File: src/snsconv_pkg.sv
// Shared types and constants for the sensor reading converter.
// Used by every module under src; no dependencies.
`default_nettype none

package snsconv_pkg;

  // Request kinds carried in tuser
  localparam logic [2:0] REQ_TEMP_RD  = 3'd0;
  localparam logic [2:0] REQ_FAN_RD   = 3'd1;
  localparam logic [2:0] REQ_LIMIT_RD = 3'd2;
  localparam logic [2:0] REQ_LIMIT_WR = 3'd3;
  localparam logic [2:0] REQ_TEMP_WR  = 3'd4;

  // Divider width: dividend, divisor and quotient all fit in this many bits
  localparam int unsigned QW = 22;

  localparam logic [QW-1:0]      FAN_SCALE   = 22'd1350000;
  localparam logic [12:0]        COUNT_MAX   = 13'h1fff;
  // Above this RPM the rounded count is zero
  localparam logic signed [32:0] RPM_ZERO_LIM = 33'sd2700000;
  localparam logic signed [32:0] MDEG_MIN    = -33'sd128000;
  localparam logic signed [32:0] MDEG_MAX    = 33'sd127000;
  localparam logic [QW-1:0]      MDEG_DIV    = 22'd1000;
  localparam logic [QW-1:0]      MDEG_HALF   = 22'd500;
  localparam logic signed [QW-1:0] TEMP_STEP = 22'sd125;

  // Sideband that rides along the divider chain
  typedef struct packed {
    logic [2:0]    req;
    logic          use_q;
    logic          neg;
    logic [QW-1:0] fixed;
  } side_t;

  // One divider stage: partial remainder, dividend/quotient shifter, divisor
  typedef struct packed {
    logic          vld;
    logic [QW-1:0] rem;
    logic [QW-1:0] nq;
    logic [QW-1:0] den;
    side_t         side;
  } stage_t;

endpackage

`default_nettype wire

File: src/sensor_reading_converter.sv
// Top level of the sensor reading converter: front decode, divider cell row,
// output register. Depends on snsconv_pkg, snsconv_prep, snsconv_cell, snsconv_out.
//
//   channel  direction  payload
//   s_axis   in         tuser: req_type; tdata: raw_high, raw_low, value_in
//   m_axis   out        tdata: value_out, byte_low, byte_high
//
// The pipe is one decode stage, 22 divide cells (one quotient bit each) and
// the output register. A new transfer is taken every cycle unless the row holds.
// The whole row moves together; it holds while the output register is full
// and m_axis_tready is low. Reset clears all valid flags.
`default_nettype none

module sensor_reading_converter (
  input  wire logic        clk_i,
  input  wire logic        rst_ni,
  input  wire logic        s_axis_tvalid,
  output logic             s_axis_tready,
  // [7:0] raw_high, [15:8] raw_low, [48:16] value_in, [55:49] zero
  input  wire logic [55:0] s_axis_tdata,
  // [2:0] req_type
  input  wire logic [2:0]  s_axis_tuser,
  output logic             m_axis_tvalid,
  input  wire logic        m_axis_tready,
  // [21:0] value_out, [29:22] byte_low, [37:30] byte_high, [39:38] zero
  output logic [39:0]      m_axis_tdata
);

  localparam int unsigned NCELL = snsconv_pkg::QW;

  logic                 adv;
  snsconv_pkg::stage_t  chain [NCELL+1];
  logic [21:0]          value_out;
  logic [7:0]           byte_low, byte_high;

  // Advance everything unless a result sits unclaimed
  assign adv           = ~m_axis_tvalid | m_axis_tready;
  assign s_axis_tready = adv;

  snsconv_prep u_prep (
    .clk_i      (clk_i),
    .rst_ni     (rst_ni),
    .adv_i      (adv),
    .vld_i      (s_axis_tvalid),
    .req_i      (s_axis_tuser),
    .raw_high_i (s_axis_tdata[7:0]),
    .raw_low_i  (s_axis_tdata[15:8]),
    .value_in_i ($signed(s_axis_tdata[48:16])),
    .stage_o    (chain[0])
  );

  // Row of divide cells, most significant quotient bit first
  for (genvar g = 0; g < NCELL; g++) begin : g_cell
    snsconv_cell u_cell (
      .clk_i   (clk_i),
      .rst_ni  (rst_ni),
      .adv_i   (adv),
      .stage_i (chain[g]),
      .stage_o (chain[g+1])
    );
  end

  snsconv_out u_out (
    .clk_i       (clk_i),
    .rst_ni      (rst_ni),
    .adv_i       (adv),
    .stage_i     (chain[NCELL]),
    .vld_o       (m_axis_tvalid),
    .value_out_o (value_out),
    .byte_low_o  (byte_low),
    .byte_high_o (byte_high)
  );

  assign m_axis_tdata = {2'b00, byte_high, byte_low, value_out};

endmodule

`default_nettype wire

File: src/snsconv_prep.sv
// Front stage: decodes the request and sets up dividend and divisor or a fixed answer.
// Depends on snsconv_pkg.
`default_nettype none

module snsconv_prep (
  input  wire logic                clk_i,
  input  wire logic                rst_ni,
  input  wire logic                adv_i,
  input  wire logic                vld_i,
  input  wire logic [2:0]          req_i,
  input  wire logic [7:0]          raw_high_i,
  input  wire logic [7:0]          raw_low_i,
  input  wire logic signed [32:0]  value_in_i,
  output snsconv_pkg::stage_t      stage_o
);

  logic [12:0]                     cnt;
  logic signed [10:0]              t11;
  logic signed [snsconv_pkg::QW-1:0] temp_mdeg;
  logic signed [32:0]              clamped;
  logic signed [32:0]              clamped_neg;
  logic [16:0]                     mag;
  logic [snsconv_pkg::QW-1:0]      num_d, den_d, num_q, den_q;
  snsconv_pkg::side_t              side_d, side_q;
  logic                            vld_q;

  // Pick the count layout of the register pair
  assign cnt = (req_i == snsconv_pkg::REQ_FAN_RD) ? {raw_high_i, raw_low_i[7:3]}
                                                  : {raw_high_i[7:3], raw_low_i};

  // Temperature read: 11-bit signed eighths of a degree
  assign t11       = {raw_high_i, raw_low_i[7:5]};
  assign temp_mdeg = t11 * snsconv_pkg::TEMP_STEP;

  // Temperature write: clamp and take magnitude
  always_comb begin
    if (value_in_i < snsconv_pkg::MDEG_MIN) begin
      clamped = snsconv_pkg::MDEG_MIN;
    end else if (value_in_i > snsconv_pkg::MDEG_MAX) begin
      clamped = snsconv_pkg::MDEG_MAX;
    end else begin
      clamped = value_in_i;
    end
  end
  assign clamped_neg = -clamped;
  assign mag = clamped[32] ? clamped_neg[16:0] : clamped[16:0];

  // Decode the request into divide operands or a fixed answer
  always_comb begin
    num_d        = '0;
    den_d        = snsconv_pkg::QW'(1);
    side_d       = '0;
    side_d.req   = req_i;
    unique case (req_i)
      snsconv_pkg::REQ_TEMP_RD: begin
        side_d.fixed = temp_mdeg;
      end
      snsconv_pkg::REQ_FAN_RD, snsconv_pkg::REQ_LIMIT_RD: begin
        if (cnt == snsconv_pkg::COUNT_MAX) begin
          side_d.fixed = '0;
        end else if (cnt == '0) begin
          side_d.fixed = (req_i == snsconv_pkg::REQ_LIMIT_RD) ? snsconv_pkg::FAN_SCALE : '0;
        end else begin
          side_d.use_q = 1'b1;
          den_d        = snsconv_pkg::QW'(cnt);
          num_d        = snsconv_pkg::FAN_SCALE + snsconv_pkg::QW'(cnt[12:1]);
        end
      end
      snsconv_pkg::REQ_LIMIT_WR: begin
        if (value_in_i[32] || value_in_i == '0) begin
          side_d.fixed = snsconv_pkg::QW'(snsconv_pkg::COUNT_MAX);
        end else if (value_in_i > snsconv_pkg::RPM_ZERO_LIM) begin
          side_d.fixed = '0;
        end else begin
          side_d.use_q = 1'b1;
          den_d        = value_in_i[snsconv_pkg::QW-1:0];
          num_d        = snsconv_pkg::FAN_SCALE + {1'b0, value_in_i[snsconv_pkg::QW-1:1]};
        end
      end
      snsconv_pkg::REQ_TEMP_WR: begin
        side_d.use_q = 1'b1;
        side_d.neg   = clamped[32];
        den_d        = snsconv_pkg::MDEG_DIV;
        num_d        = snsconv_pkg::QW'(mag) + snsconv_pkg::MDEG_HALF;
      end
      default: begin
        side_d.fixed = '0;
      end
    endcase
  end

  // Clear valid under reset
  always_ff @(posedge clk_i or negedge rst_ni) begin
    if (!rst_ni) begin
      vld_q <= 1'b0;
    end else if (adv_i) begin
      vld_q <= vld_i;
    end
  end

  // Capture operands on advance
  always_ff @(posedge clk_i) begin
    if (adv_i) begin
      num_q  <= num_d;
      den_q  <= den_d;
      side_q <= side_d;
    end
  end

  assign stage_o.vld  = vld_q;
  assign stage_o.rem  = '0;
  assign stage_o.nq   = num_q;
  assign stage_o.den  = den_q;
  assign stage_o.side = side_q;

endmodule

`default_nettype wire

File: src/snsconv_cell.sv
// One restoring-divide cell: resolves one quotient bit per item.
// Depends on snsconv_pkg.
`default_nettype none

module snsconv_cell (
  input  wire logic                 clk_i,
  input  wire logic                 rst_ni,
  input  wire logic                 adv_i,
  input  wire snsconv_pkg::stage_t  stage_i,
  output snsconv_pkg::stage_t       stage_o
);

  logic [snsconv_pkg::QW:0]   trial;
  logic [snsconv_pkg::QW+1:0] diff;
  logic                       ge;
  logic                       vld_q;
  logic [snsconv_pkg::QW-1:0] rem_q, nq_q, den_q;
  snsconv_pkg::side_t         side_q;

  // Shift in the next dividend bit and try the subtract
  assign trial = {stage_i.rem, stage_i.nq[snsconv_pkg::QW-1]};
  assign diff  = {1'b0, trial} - {2'b00, stage_i.den};
  assign ge    = ~diff[snsconv_pkg::QW+1];

  always_ff @(posedge clk_i or negedge rst_ni) begin
    if (!rst_ni) begin
      vld_q <= 1'b0;
    end else if (adv_i) begin
      vld_q <= stage_i.vld;
    end
  end

  // Keep the difference on a fit, else the shifted remainder
  always_ff @(posedge clk_i) begin
    if (adv_i) begin
      rem_q  <= ge ? diff[snsconv_pkg::QW-1:0] : trial[snsconv_pkg::QW-1:0];
      nq_q   <= {stage_i.nq[snsconv_pkg::QW-2:0], ge};
      den_q  <= stage_i.den;
      side_q <= stage_i.side;
    end
  end

  assign stage_o.vld  = vld_q;
  assign stage_o.rem  = rem_q;
  assign stage_o.nq   = nq_q;
  assign stage_o.den  = den_q;
  assign stage_o.side = side_q;

endmodule

`default_nettype wire

File: src/snsconv_out.sv
// Output stage: formats the quotient into result fields and registers them.
// Depends on snsconv_pkg.
`default_nettype none

module snsconv_out (
  input  wire logic                 clk_i,
  input  wire logic                 rst_ni,
  input  wire logic                 adv_i,
  input  wire snsconv_pkg::stage_t  stage_i,
  output logic                      vld_o,
  output logic [21:0]               value_out_o,
  output logic [7:0]                byte_low_o,
  output logic [7:0]                byte_high_o
);

  logic [snsconv_pkg::QW-1:0] q;
  logic [12:0]                cnt;
  logic [7:0]                 tbyte;
  logic [21:0]                value_d, value_q;
  logic [7:0]                 blo_d, blo_q, bhi_d, bhi_q;
  logic                       vld_q;

  assign q = stage_i.nq;

  // Saturate the limit count, or take the fixed one
  always_comb begin
    if (!stage_i.side.use_q) begin
      cnt = stage_i.side.fixed[12:0];
    end else if (q > snsconv_pkg::QW'(snsconv_pkg::COUNT_MAX)) begin
      cnt = snsconv_pkg::COUNT_MAX;
    end else begin
      cnt = q[12:0];
    end
  end

  // Restore the sign of the rounded degree count
  assign tbyte = stage_i.side.neg ? (8'd0 - q[7:0]) : q[7:0];

  always_comb begin
    value_d = '0;
    blo_d   = '0;
    bhi_d   = '0;
    unique case (stage_i.side.req)
      snsconv_pkg::REQ_TEMP_RD: begin
        value_d = stage_i.side.fixed;
      end
      snsconv_pkg::REQ_FAN_RD, snsconv_pkg::REQ_LIMIT_RD: begin
        value_d = stage_i.side.use_q ? q : stage_i.side.fixed;
      end
      snsconv_pkg::REQ_LIMIT_WR: begin
        blo_d = cnt[7:0];
        bhi_d = {cnt[12:8], 3'b000};
      end
      snsconv_pkg::REQ_TEMP_WR: begin
        blo_d = tbyte;
      end
      default: begin
        value_d = '0;
      end
    endcase
  end

  always_ff @(posedge clk_i or negedge rst_ni) begin
    if (!rst_ni) begin
      vld_q <= 1'b0;
    end else if (adv_i) begin
      vld_q <= stage_i.vld;
    end
  end

  // Load the result register when the pipe advances
  always_ff @(posedge clk_i) begin
    if (adv_i) begin
      value_q <= value_d;
      blo_q   <= blo_d;
      bhi_q   <= bhi_d;
    end
  end

  assign vld_o       = vld_q;
  assign value_out_o = value_q;
  assign byte_low_o  = blo_q;
  assign byte_high_o = bhi_q;

endmodule

`default_nettype wire
File: config.mk
export PLATFORM = sky130hd
export DESIGN_NAME = sensor_reading_converter
export DESIGN_NICKNAME = d
export VERILOG_FILES = /design/src/snsconv_pkg.sv /design/src/sensor_reading_converter.sv /design/src/snsconv_prep.sv /design/src/snsconv_cell.sv /design/src/snsconv_out.sv
export SDC_FILE = /design/constraint.sdc
export NUM_CORES = 2
export LEC_CHECK = 0
export BUFFER_PORTS_ARGS = -buffer_cell sky130_fd_sc_hd__buf_4
export CAP_MARGIN = 10
export CORE_UTILIZATION = 57
export DETAILED_ROUTE_END_ITERATION = 7
export GPL_TIMING_DRIVEN = 1
export PLACE_DENSITY = 0.75
export SETUP_SLACK_MARGIN = 0.02
export SYNTH_ARGS = -nofsm -noshare
export SYNTH_HDL_FRONTEND = slang
export SYNTH_SLANG_ARGS = --single-unit
File: constraint.sdc
create_clock -name clk_i -period 58.7 [get_ports clk_i]
set_clock_uncertainty 0.15 [all_clocks]
set_input_delay 8.805 -clock clk_i [delete_from_list [all_inputs] [get_ports clk_i]]
set_output_delay 8.805 -clock clk_i [all_outputs]
set_load 0.1 [all_outputs]
Yosys cells after proc, flatten, opt, wreduce, memory -nomap -nowiden
Cells that the tools add are included.
- register bits after elaboration: 2135
- logic and storage cells: 310
- output and inout port bits: 42
- bits of input ports: 63
- order comparisons: 4
- $add $sub $neg: 27
- bitwise logic cells: 24
- eq/ne operators: 9
- reductions and logical operators: 7
- muxes and demuxes: 51
- multipliers: 1
- operators with widths (cell ; number):
    $mux W22 ; 30
    $sub A23 B22 Y24 ; 21
    $pmux W22 S3 ; 3
    $mux W33 ; 2
    $mux W13 ; 4
    $pmux W22 S2 ; 1
    $gt A33 B18 Y1 const B ; 1
    $gt A33 B23 Y1 const B ; 1
    $logic_not A33 Y1 ; 1
    $lt A33 B18 Y1 const B ; 1
    $not A1 Y1 ; 23
    $sub A1 B22 Y23 ; 1
    $add A21 B12 Y22 const A ; 1
    $add A21 B21 Y22 const A ; 1
    $gt A22 B13 Y1 const B ; 1
    $mux W21 ; 1
    $mul A11 B8 Y19 const B ; 1
    $add A17 B9 Y18 const B ; 1
    $mux W17 ; 1
    $neg A17 Y17 ; 1
    $mux W8 ; 2
    $pmux W8 S2 ; 1
    $eq A13 B13 Y1 const B ; 1
    $logic_not A13 Y1 ; 1
    10 further kinds ; 21

Logic depth before layout (Yosys ltp)
- word-level depth: 7
- gate-level depth with buffers: 19
- gate-level depth less buffers: 16

By module
From an unflattened synthesis, not the netlist that was laid out.
- cells, all modules: 8231
- area, all modules: 107307.9 µm²
- by module, submodules not included (module ; sequential area each (µm²) ; area an instance (µm²) ; cells an instance ; times used):
    snsconv_cell (g_cell[10].u_cell ...) ; 2817.7 ; 4468.0 ; 336 ; 17
    snsconv_cell (g_cell[13].u_cell ...) ; 2817.7 ; 4579.4 ; 341 ; 4
    snsconv_prep ; 2097.0 ; 6822.8 ; 709 ; 1
    snsconv_cell (g_cell[0].u_cell) ; 2817.7 ; 4419.2 ; 312 ; 1
    snsconv_out ; 1076.0 ; 1766.7 ; 130 ; 1
    sensor_reading_converter ; 0.0 ; 25.0 ; 4 ; 1

Least setup slack after synthesis
Ideal clock, no wire load.
- kind: input -> output
- from: input port m_axis_tready
- to: output port s_axis_tready
- setup slack: 0.438 ns
- data arrival time: 49.307 ns
- required time: 49.745 ns
- stages on the path: 4
- buffers on the path: 2
- cells stage by stage: nor2b_1 > clkbuf_1 > clkbuf_1 > inv_1
- word-level cells in the longest chain between the ends: 1
- ends and longest elaborated chain (element ; RTL line ; text):
    from (decl) ; sensor_reading_converter.sv:24 ; input wire logic m_axis_tready,
    $or A1 B1 Y1 ; sensor_reading_converter.sv:37 ; assign adv = ~m_axis_tvalid | m_axis_tready;
    to (decl) ; sensor_reading_converter.sv:18 ; output logic s_axis_tready,
No other way between the ends.

Worst setup path after layout
Same ends and word-level chain as after synthesis.

==> impl_summary.md <==
Logic synthesis
For this run, the register share of the synthesized area comes to 65.87%. The number of standard cells after synthesis is 6775. For this run, the leading register cell type out of synthesis is edfxtp_1. The synthesized netlist devotes 8.100% of its cell area to adder and majority cells. Summing the areas of all xor and xnor instances in the mapped netlist gives 3.091% of the synthesized area. Summing the areas of all and, or, nand and nor instances in the mapped netlist gives 6.752% of the synthesized area. The synthesized netlist occupies a cell area of 0.09491 sq mm. The synthesized netlist devotes 9.425% of its cell area to compound gates.

The combinational family with the most area after synthesis is compound AO/OA/AOI/OAI gates. Of all cell types, the one taking the most synthesized area is edfxtp_1. Synthesis inferred 2086 register bits. The async set-or-reset flop fraction in the synthesized netlist is 1.151%.

The multiplexer share of the synthesized area is 3.578%. For this run, the number of Yosys warnings is 0. After synthesis, the netlist uses 103 different library cells.

Ranked by total cell area, the synthesized netlist is headed by edfxtp_1 (65%), ha_1 (6.9%), mux2_2 (2.9%), inv_1 (2.6%), xnor2_1 (1.9%). Of the post-synthesis cell area, the dominant cell type holds 65.24%. A synthesized cell averages 14.01 sq um. The synthesized design contains 2062 enable-type register cells.

Final layout
The fill cell instance count of the final layout is 11570. The post-route netlist has 10.30% of its cells at a drive strength greater than 1. The layout-stage area growth over the synthesis result is 10.59%. The count of antenna diodes in the layout is 0. The net count of the finished layout is 7642.

STA
The shortest clock period the worst path allows after layout is 19300 ps. The hold violation count in the final report came to 0. In this run the tightest slew margin relative to its limit is 21.47%. The period utilization is 32.87%.

Setup repair after global routing left no endpoint under its margin. The setup TNS after final layout is 0 ps. Timing would allow up to 0.05183 GHz. Setup violations remaining at the end of the flow were counted as 0. At the pin with the least slew margin, the transition time is 1178 ps. The max-slew violation total from the final report came to 0.

Floorplanning
The die covers 0.1681 sq mm. From bottom edge to top edge, the die measures 410.1 um. In this run the horizontal extent of the chip is 410.1 um.

The floorplan row count is 149. The number of top-level design ports is 105. After floorplanning, the core was sized to cover 0.1652 sq mm.

The initial standard-cell utilization of the core is 57.46%.

Setup path
The worst stage delay on the critical path is 470 ps. The launch instance of the worst register-to-register path is u_out.vld_o. The most numerous cell type found on the critical path is buf_4.

The data arrival at the endpoint of the critical path is 10340 ps. In this run the worst path has a maximum fanout of 113. The worst reg2reg path endpoint is g_cell[19].u_cell.rem_q[10]. The setup path with the least slack is of type in -> out. For the worst setup path, the data required time is 49750 ps. The depth of the worst register-to-register path is 8. Walking the worst path, the cells encountered are buf_4, nor2b_2, buf_4, inv_8, buf_4. For this design, the slowest cell found on the critical path is inv_8. The number of buffers and inverters on the critical path is 4. The kind of capture point of the worst setup path is a primary output. The setup slack of the most critical reg-to-reg path is 52780 ps. In this design, the largest share of critical-path delay is due to buffers and inverters.

STA classifies the critical path startpoint as an input pin.

Global routing
The combined global-route utilization of all metal layers is 19.65%. The global-route wire length before repair is 268.0 mm. Entering global routing, the biggest net connects 230 pins.

For this run the aggregate overflow at the end of global routing stands at 0. The via count of the first global-routing pass is 54580. The initial antenna violation count came to 0.

Worst hold path
The source of the worst hold timing path is g_cell[6].u_cell.nq_q[17]. The count of cells along the worst hold path is 0. The path class of the lowest-slack min-delay path is reg -> reg. The hold-critical path endpoint is g_cell[7].u_cell.nq_q[18].

CTS
In this run the clock root is driven by a clkbuf_16. The number of gates resized after CTS was 0. Post-CTS timing repair inserted 0 buffers for setup. The clock tree from TritonCTS is yes.

The clock net in this run drives a total of 2086 sinks. The clock insertion delay at the later pin of the skew report is 830 ps. The number of levels in the clock H-tree is 4.

In this run, post-CTS hold repair placed 0 buffers. The total CTS buffers is 201. The maximum clock insertion buffer count is 3. After clock tree synthesis, the clock-pin slew on the worst setup and hold paths is 70 ps.

Job
Across the run, the number of max-cap violations was 0.

Routing
Wires add up to 165.2 mm. The first detailed-routing pass ran for 8 iterations. The routed wirelength normalized by instance count is 17.66 um. Detailed routing inserted a total of 52570 vias. The count of nets left with antenna violations once routing finished came out at 0.

Dividing the detail-routed via count by the number of cells gives 5.621. After the first detailed-routing iteration, the DRC count stood at 3650. The DRC violation count after routing is 8.

Status
The final reports fail on DRC. The run finished, with violations left.

Placed design
The count of buffers from port buffering is 92. Summed over all nets, the half-perimeter wirelength after detailed placement is 108.3 mm. Routability-driven placement finished with a final weighted congestion of 0.8855.
-- worst max-delay path by stage --
stage | from | end | cells after the start
after floorplan | m_axis_tready | s_axis_tready | 4
after global placement | m_axis_tready | s_axis_tready | 5
after detailed placement | m_axis_tready | s_axis_tready | 5
after CTS | m_axis_tready | s_axis_tready | 5
after global routing | m_axis_tready | s_axis_tready | 5
final | m_axis_tready | s_axis_tready | 5
-- registers in the layout, summed over array words and instances, names as in the netlist, 8 cells and up --
register / flops
u_out.value_out_o: 22
u_prep.num_q: 22
u_prep.den_q: 22
g_cell.u_cell.vld_q: 22
u_prep.stage_o: 25
g_cell.u_cell.stage_o: 550
u_out.byte_low_o: 8
g_cell.u_cell.nq_q: 484
g_cell.u_cell.den_q: 462
g_cell.u_cell.rem_q: 462
-- cell families (layout without fill, tap and decap cells) --
family                   count (synthesis)  after routing
flip-flops                            2086           2086
AO/OA/AOI/OAI                         1368           1368
AND/OR/NAND/NOR                       1319           1319
buffers and inverters                  780           1155
adder cells (fa/ha/maj)                579            579
XOR/XNOR                               335            335
multiplexers                           307            307
other                                    1             15
-- cells in the final DEF, fill, tap and decap left out, types with 130 or more instances in the layout --
cell / n
edfxtp_1: 2062
inv_1: 656
ha_1: 520
nor2_1: 410
o21ai_0: 345
a21oi_1: 335
nand2_1: 303
mux2_2: 242
xnor2_1: 205
clkbuf_16: 202
xor2_1: 130
-- area by class of cell --
class	instances	area (sq um)	area share (%)
timing repair buffer	131	1059	1.008
inverter	657	2474	2.357
clock buffer	241	5201	4.955
sequential	2086	62520	59.56
tap	2189	2739	2.609
clock inverter	126	1460	1.391
multi-input combinational	3923	29510	28.11
-- layer usage --
layer	vias up	track usage (%)	wire [um]
met3	369	2.920	5186
met5	-	0	0
met1	25540	21.20	63710
met4	0	6.987	5111
met2	963	38.38	91160
li1	25700	-	-
-- stage by stage --
stage | area [sq um] | hold slack [ps] | std cells | utilization [%] | worst slack, ps
5_1_grt | 105000 | 211.3 | 9353 | 63.54 | 39330
6_report | 105000 | 216.7 | 9353 | 63.54 | 39400
2_1_floorplan | 94960 | 250.3 | 6789 | - | 438.2
4_1_cts | 105000 | 200.1 | 9353 | 63.54 | 39440
3_5_place_dp | 98300 | 254.5 | 8986 | 59.51 | 39460
3_3_place_gp | 98300 | 250.5 | 8986 | 59.51 | 39470
-- synth_stat cells (all sizes together), types with 65 or more instances --
library cell,instances
a211oi,65
nand2b,81
edfxtp,2062
o21ai,352
nor2,410
a21oi,336
inv,657
xnor2,205
nand3,82
nor3,121
xor2,130
o21a,108
ha,520
a21o,99
nand2,303
clkbuf,82
nor2b,67
mux2,258
Power is not shown: default switching activity piles up to over one toggle a cycle in this logic, so the estimate is an artifact.
